--- config.mk ---
export PLATFORM = sky130hd
export DESIGN_NAME = lin_ram
export DESIGN_NICKNAME = d
export VERILOG_FILES = /design/src/rtl/core/linear_interp_normalizer_macros.svh /design/src/rtl/core/lin_ram.sv
export SDC_FILE = /design/constraint.sdc
export NUM_CORES = 1
export LEC_CHECK = 0
export ABC_AREA = 0
export BUFFER_PORTS_ARGS = -buffer_cell sky130_fd_sc_hd__buf_2
export CAP_MARGIN = 20
export CELL_PAD_IN_SITES_DETAIL_PLACEMENT = 1
export CELL_PAD_IN_SITES_GLOBAL_PLACEMENT = 2
export CORE_MARGIN = 2
export CORE_UTILIZATION = 39
export DETAILED_ROUTE_END_ITERATION = 12
export GPL_TIMING_DRIVEN = 0
export PLACE_DENSITY = 0.63
export REMOVE_ABC_BUFFERS = 1
export SKIP_LAST_GASP = 1
export SYNTH_ARGS = -nofsm -noshare
export SYNTH_HDL_FRONTEND = slang
export SYNTH_SLANG_ARGS = --single-unit
--- constraint.sdc ---
create_clock -name clk -period 6 [get_ports clk]
set_input_delay 1.2 -clock clk [delete_from_list [all_inputs] [get_ports clk]]
set_output_delay 1.2 -clock clk [all_outputs]
set_load 0.02 [all_outputs]
--- src/rtl/core/linear_interp_normalizer_macros.svh ---
// assertion macros for the interpolator
`ifndef LINEAR_INTERP_NORMALIZER_MACROS_SVH
`define LINEAR_INTERP_NORMALIZER_MACROS_SVH
`ifndef SYNTH
`define LIN_ASSERT_IMP(lbl, clk, rst, a, c) \
  lbl: assert property (@(posedge clk) disable iff (rst) (a) |-> (c)) else $error("lbl");
`define LIN_ASSERT_NXT(lbl, clk, rst, a, c) \
  lbl: assert property (@(posedge clk) disable iff (rst) (a) |=> (c)) else $error("lbl");
`else
`define LIN_ASSERT_IMP(lbl, clk, rst, a, c)
`define LIN_ASSERT_NXT(lbl, clk, rst, a, c)
`endif
`endif

--- src/rtl/core/lin_ram.sv ---
`timescale 1ns / 1ps
module lin_ram #(
  parameter int unsigned WIDTH = 16,
  parameter int unsigned DEPTH = 64
) (
  input  logic                                         clk,
  input  logic                                         we,
  input  logic [((DEPTH > 1) ? $clog2(DEPTH) : 1)-1:0] waddr,
  input  logic [WIDTH-1:0]                             wdata,
  input  logic [((DEPTH > 1) ? $clog2(DEPTH) : 1)-1:0] raddr,
  output logic [WIDTH-1:0]                             rdata
);
  logic [WIDTH-1:0] mem [DEPTH];

  // one write port, registered read
  always_ff @(posedge clk) begin
    if (we) begin
      mem[waddr] <= wdata;
    end
    rdata <= mem[raddr];
  end
endmodule

==> metrics.md <==
| Metric | Value |
|---|---|
| Worst setup path start | raddr[2] |
| Core Area | 101,700 sq um |
| Io pins | 46 |
| Tightest Hold Check Type | input port to flop |
| First-pass GRT wire length | 145,600 microns |
| Outcome | finished clean |
| DRC | 0 |
| Die height | 324.4 microns |
| Power Density | 340.8 nW/um^2 |
| Final hold viol count | 0 |
| Largest net degree at the start of global routing | 105 |
| Post-Syn Area | 40,040 sq um |
| Unrepaired setup endpoints after global routing | false |
| GRT Util Overall | 19.20% |
| Clock tree buffer depth | 3 |
| Final period util | 69.00% |
| DR pass1 iterations | 5 |
| Top delay family on crit path | simple AND/OR/NAND/NOR gates |
| Die width | 324.4 microns |
| DR iter-0 viols | 1,712 |
| Die area | between 100,000 and 150,000 sq um |
| Nets | ~2,000 |
| CP Capture Type | flop |
| Pins Over Slew Limit | 0 |
| CTS Sinks | 1,040 |
| Worst flop-to-flop path startpoint | mem[23][9] |
| Max_cap viols | 0 |
| Critical Path Start Type | input port |
| Period minus WS final | 4.140 ns |
| Clk_skew | 0.01810 ns |
| Hold slack | slightly below 1 ns |
| Leakage | around 15 nW |
| Synth Warn # | 0 |
| Critical path arrival | 4.67 ns |
| Yosys top cell area share | 76.79% |
| # H-tree levels | 3 |
| Worst Path Buf+Inv | 3 |
| Post-layout util | a little under half |
| Reg area | about 31,000 sq um |
| Port-buffer cells | 45 |
| Peak Freq | 0.2416 GHz |
| Area after DPL | 43,030 sq um |
| Area of the multi-input gates | 8414 sq um |
| Post-synthesis cell type count | 43 |
| #FFs+latches synth | 1,040 |
| Number of global-route vias before repair | ~20,000 |
| Final setup fails | 0 |
| Peak supply drop | around 0.22 mV |
| Routed vias | 18,900 |
| Row cnt | 117 |
| Area delta synth->final | 16.99% |
| Initial core utilization | 39.36% |
| Worst EP required | roughly 6.5 ns |
| Share of post-route cells with drive strength above 1 | 29.93% |
| Root buffer cell | clkbuf_16 |
| Total grt overflow | 0 |
| Mapped Cells | approximately 1,800 |
| Antenna Violating Nets Remaining | 0 |
| Final instance area | 46,840 sq um |
| Register area share after synthesis | between 70% and 80% |
| Crit-path max cell delay | between 0.8 and 0.9 ns |
| Cell taking the most area after synthesis | edfxtp_1 |
| Worst-Skew Late Latency | 0.67 ns |
| Worst-path cell chain | buf_8, buf_16, buf_16, nor2b_1, a22oi_1, a41oi_1, o21ai_0, and4_1 |
| Hold path start | wdata[10] |
| Cts hold-fix bufs | 0 |
| Initial antenna violation count | 7 |
| WS Path Type | input port to flop |
| Slowest cell on crit path | nor2b_1 |
| Post-DR vias/cell | 5.502 |
| Clk slew on worst S/H paths | 0.06 ns |
| Average size of a mapped cell | 21.89 sq um |
| Wire length per cell | 29.27 microns |
| Post-DP HPWL | approximately 65,000 microns |
| Top cell by count, worst path | buf_16 |
| Post-CTS setup buffer count | 0 |
| CTS tree | done |
| Gpl congestion | around 0.76 |
| CTS resizes | 0 |
| CTS buffer count | 109 |
| Post-Route WL | about 100,000 microns |
| Rel. slew slack | a little under a third |
| Pin slew with the least headroom to its limit | ~1.0 ns |
| Top cells by area, synth | edfxtp_1 77%, mux4_2 12%, mux2i_1 2.1%, dfxtp_1 0.80%, mux2_2 0.76% |
| Fillers | 9,204 |
| Worst Path Max Fanout | 104 |
==> path summary, 6_finish.rpt <==
check                     to  slack [ns]  depth (start not counted)
setup / recovery   rdata[10]        1.86                          8
hold / removal    mem[5][10]        0.97                          1
setup reg to reg    rdata[9]        3.51                          5
hold reg to reg    rdata[12]        1.07                          4
==> power breakdown <==
part / switching [mW] / total [mW] / internal (mW)
clock: 2.81 / 7.11 / 4.30
combinational: 0.519 / 0.804 / 0.285
sequential: 0.0144 / 8.06 / 8.04
total: 3.34 / 16.0 / 12.6
==> sequential cells by signal, summed over array words and instances (netlist names) <==
register  count
mem        1024
rdata        16
==> per-layer routing <==
layer  up-vias  part of all wire [%]  track usage [%]
li1       7977                     -                -
met2       511                    46            29.57
met4         4                   3.0            5.804
met5         -                 0.021                0
met3       166                   6.0            4.299
met1     10240                    45            27.36
==> area by class of cell <==
class / count / area share, %
Clock buffer: 136 / 6.149
Antenna cell: 2 / 0.01068
Timing Repair Buffer: 134 / 4.001
Tap cell: 1368 / 3.654
Sequential cell: 1040 / 66.32
Multi-Input combinational cell: 685 / 17.96
Clock inverter: 70 / 1.899
==> layout by cell type (no fill, tap or decap), types with 6 or more instances in the layout <==
cell | Yosys | final
nor2_2 | 2 | 65
nand4_1 | 12 | 12
mux2_2 | 27 | 27
buf_8 | 3 | 54
nand3_1 | 24 | 24
dfxtp_1 | 16 | 16
a22oi_1 | 39 | 39
nor2_1 | 72 | 9
a221oi_1 | 16 | 16
clkinv_1 | 0 | 21
a311oi_1 | 8 | 8
a211o_1 | 8 | 8
mux4_2 | 220 | 220
clkinv_2 | 0 | 18
buf_12 | 5 | 17
edfxtp_1 | 1024 | 1024
a31oi_1 | 8 | 8
nor2b_1 | 30 | 27
clkbuf_16 | 0 | 110
buf_2 | 36 | 42
a221o_1 | 6 | 6
bufinv_16 | 0 | 21
clkbuf_1 | 24 | 23
a21oi_1 | 17 | 17
nand2_1 | 59 | 59
mux2i_1 | 85 | 85
a22o_1 | 6 | 6
a211oi_1 | 8 | 8
buf_16 | 0 | 17
==> cells in the mapped netlist <==
| library cell | count |
|---|---|
| edfxtp_1 | 1024 |
| mux4_2 | 220 |
| mux2i_1 | 85 |
| nor2_1 | 72 |
| nand2_1 | 59 |
| a22oi_1 | 39 |
| buf_2 | 36 |
| nor2b_1 | 30 |
| mux2_2 | 27 |
| clkbuf_1 | 24 |
| nand3_1 | 24 |
| a21oi_1 | 17 |
| buf_6 | 17 |
| a221oi_1 | 16 |
| dfxtp_1 | 16 |
| buf_4 | 13 |
| nand4_1 | 12 |
| a211o_1 | 8 |
| a211oi_1 | 8 |
| a311oi_1 | 8 |
| a31oi_1 | 8 |
| a221o_1 | 6 |
| a22o_1 | 6 |
| a41oi_1 | 5 |
| and4_1 | 5 |
| buf_12 | 5 |
| o21ai_0 | 5 |
| mux4_1 | 4 |
| buf_1 | 3 |
| buf_8 | 3 |
| nand2b_1 | 3 |
| nor4_2 | 3 |
| o21ai_1 | 3 |
| and2_1 | 2 |
| clkbuf_2 | 2 |
| nand3b_1 | 2 |
| nor2_2 | 2 |
| nor3_1 | 2 |
| clkbuf_4 | 1 |
| nand2_4 | 1 |
| nand4b_1 | 1 |
| or3_1 | 1 |
| or3b_2 | 1 |
==> through the flow <==
step                TNS, ns  total power, mW  worst slack (ns)  std cells
floorplan                 0            8.526             2.918       1725
global placement     -90.88            9.054            -6.345       3138
detailed placement        0            9.024             1.011       3225
CTS                       0            16.12             1.728       3431
global route              0            16.43             1.586       3433
finish                    0            15.97             1.860       3435
==> worst register-to-register path, stage by stage (launching register included) <==
cell and delay, ns:
edfxtp_1 0.35, mux4_2 0.48, mux2i_1 0.42, a22oi_1 0.18, a31oi_1 0.69, a311oi_1 0.21
==> cells by family (layout without fill, tap and decap cells) <==
group	count (synthesis)	count (layout)	synth area share, %
buffers and inverters	104	340	1.831
other	0	2	0
AOI/OAI and AO/OA	129	129	2.409
and+or+nand+nor	220	220	2.647
muxes	336	336	15.52
DFF	1040	1040	77.59
No activity file was read; power rests on OpenSTA's default activity.
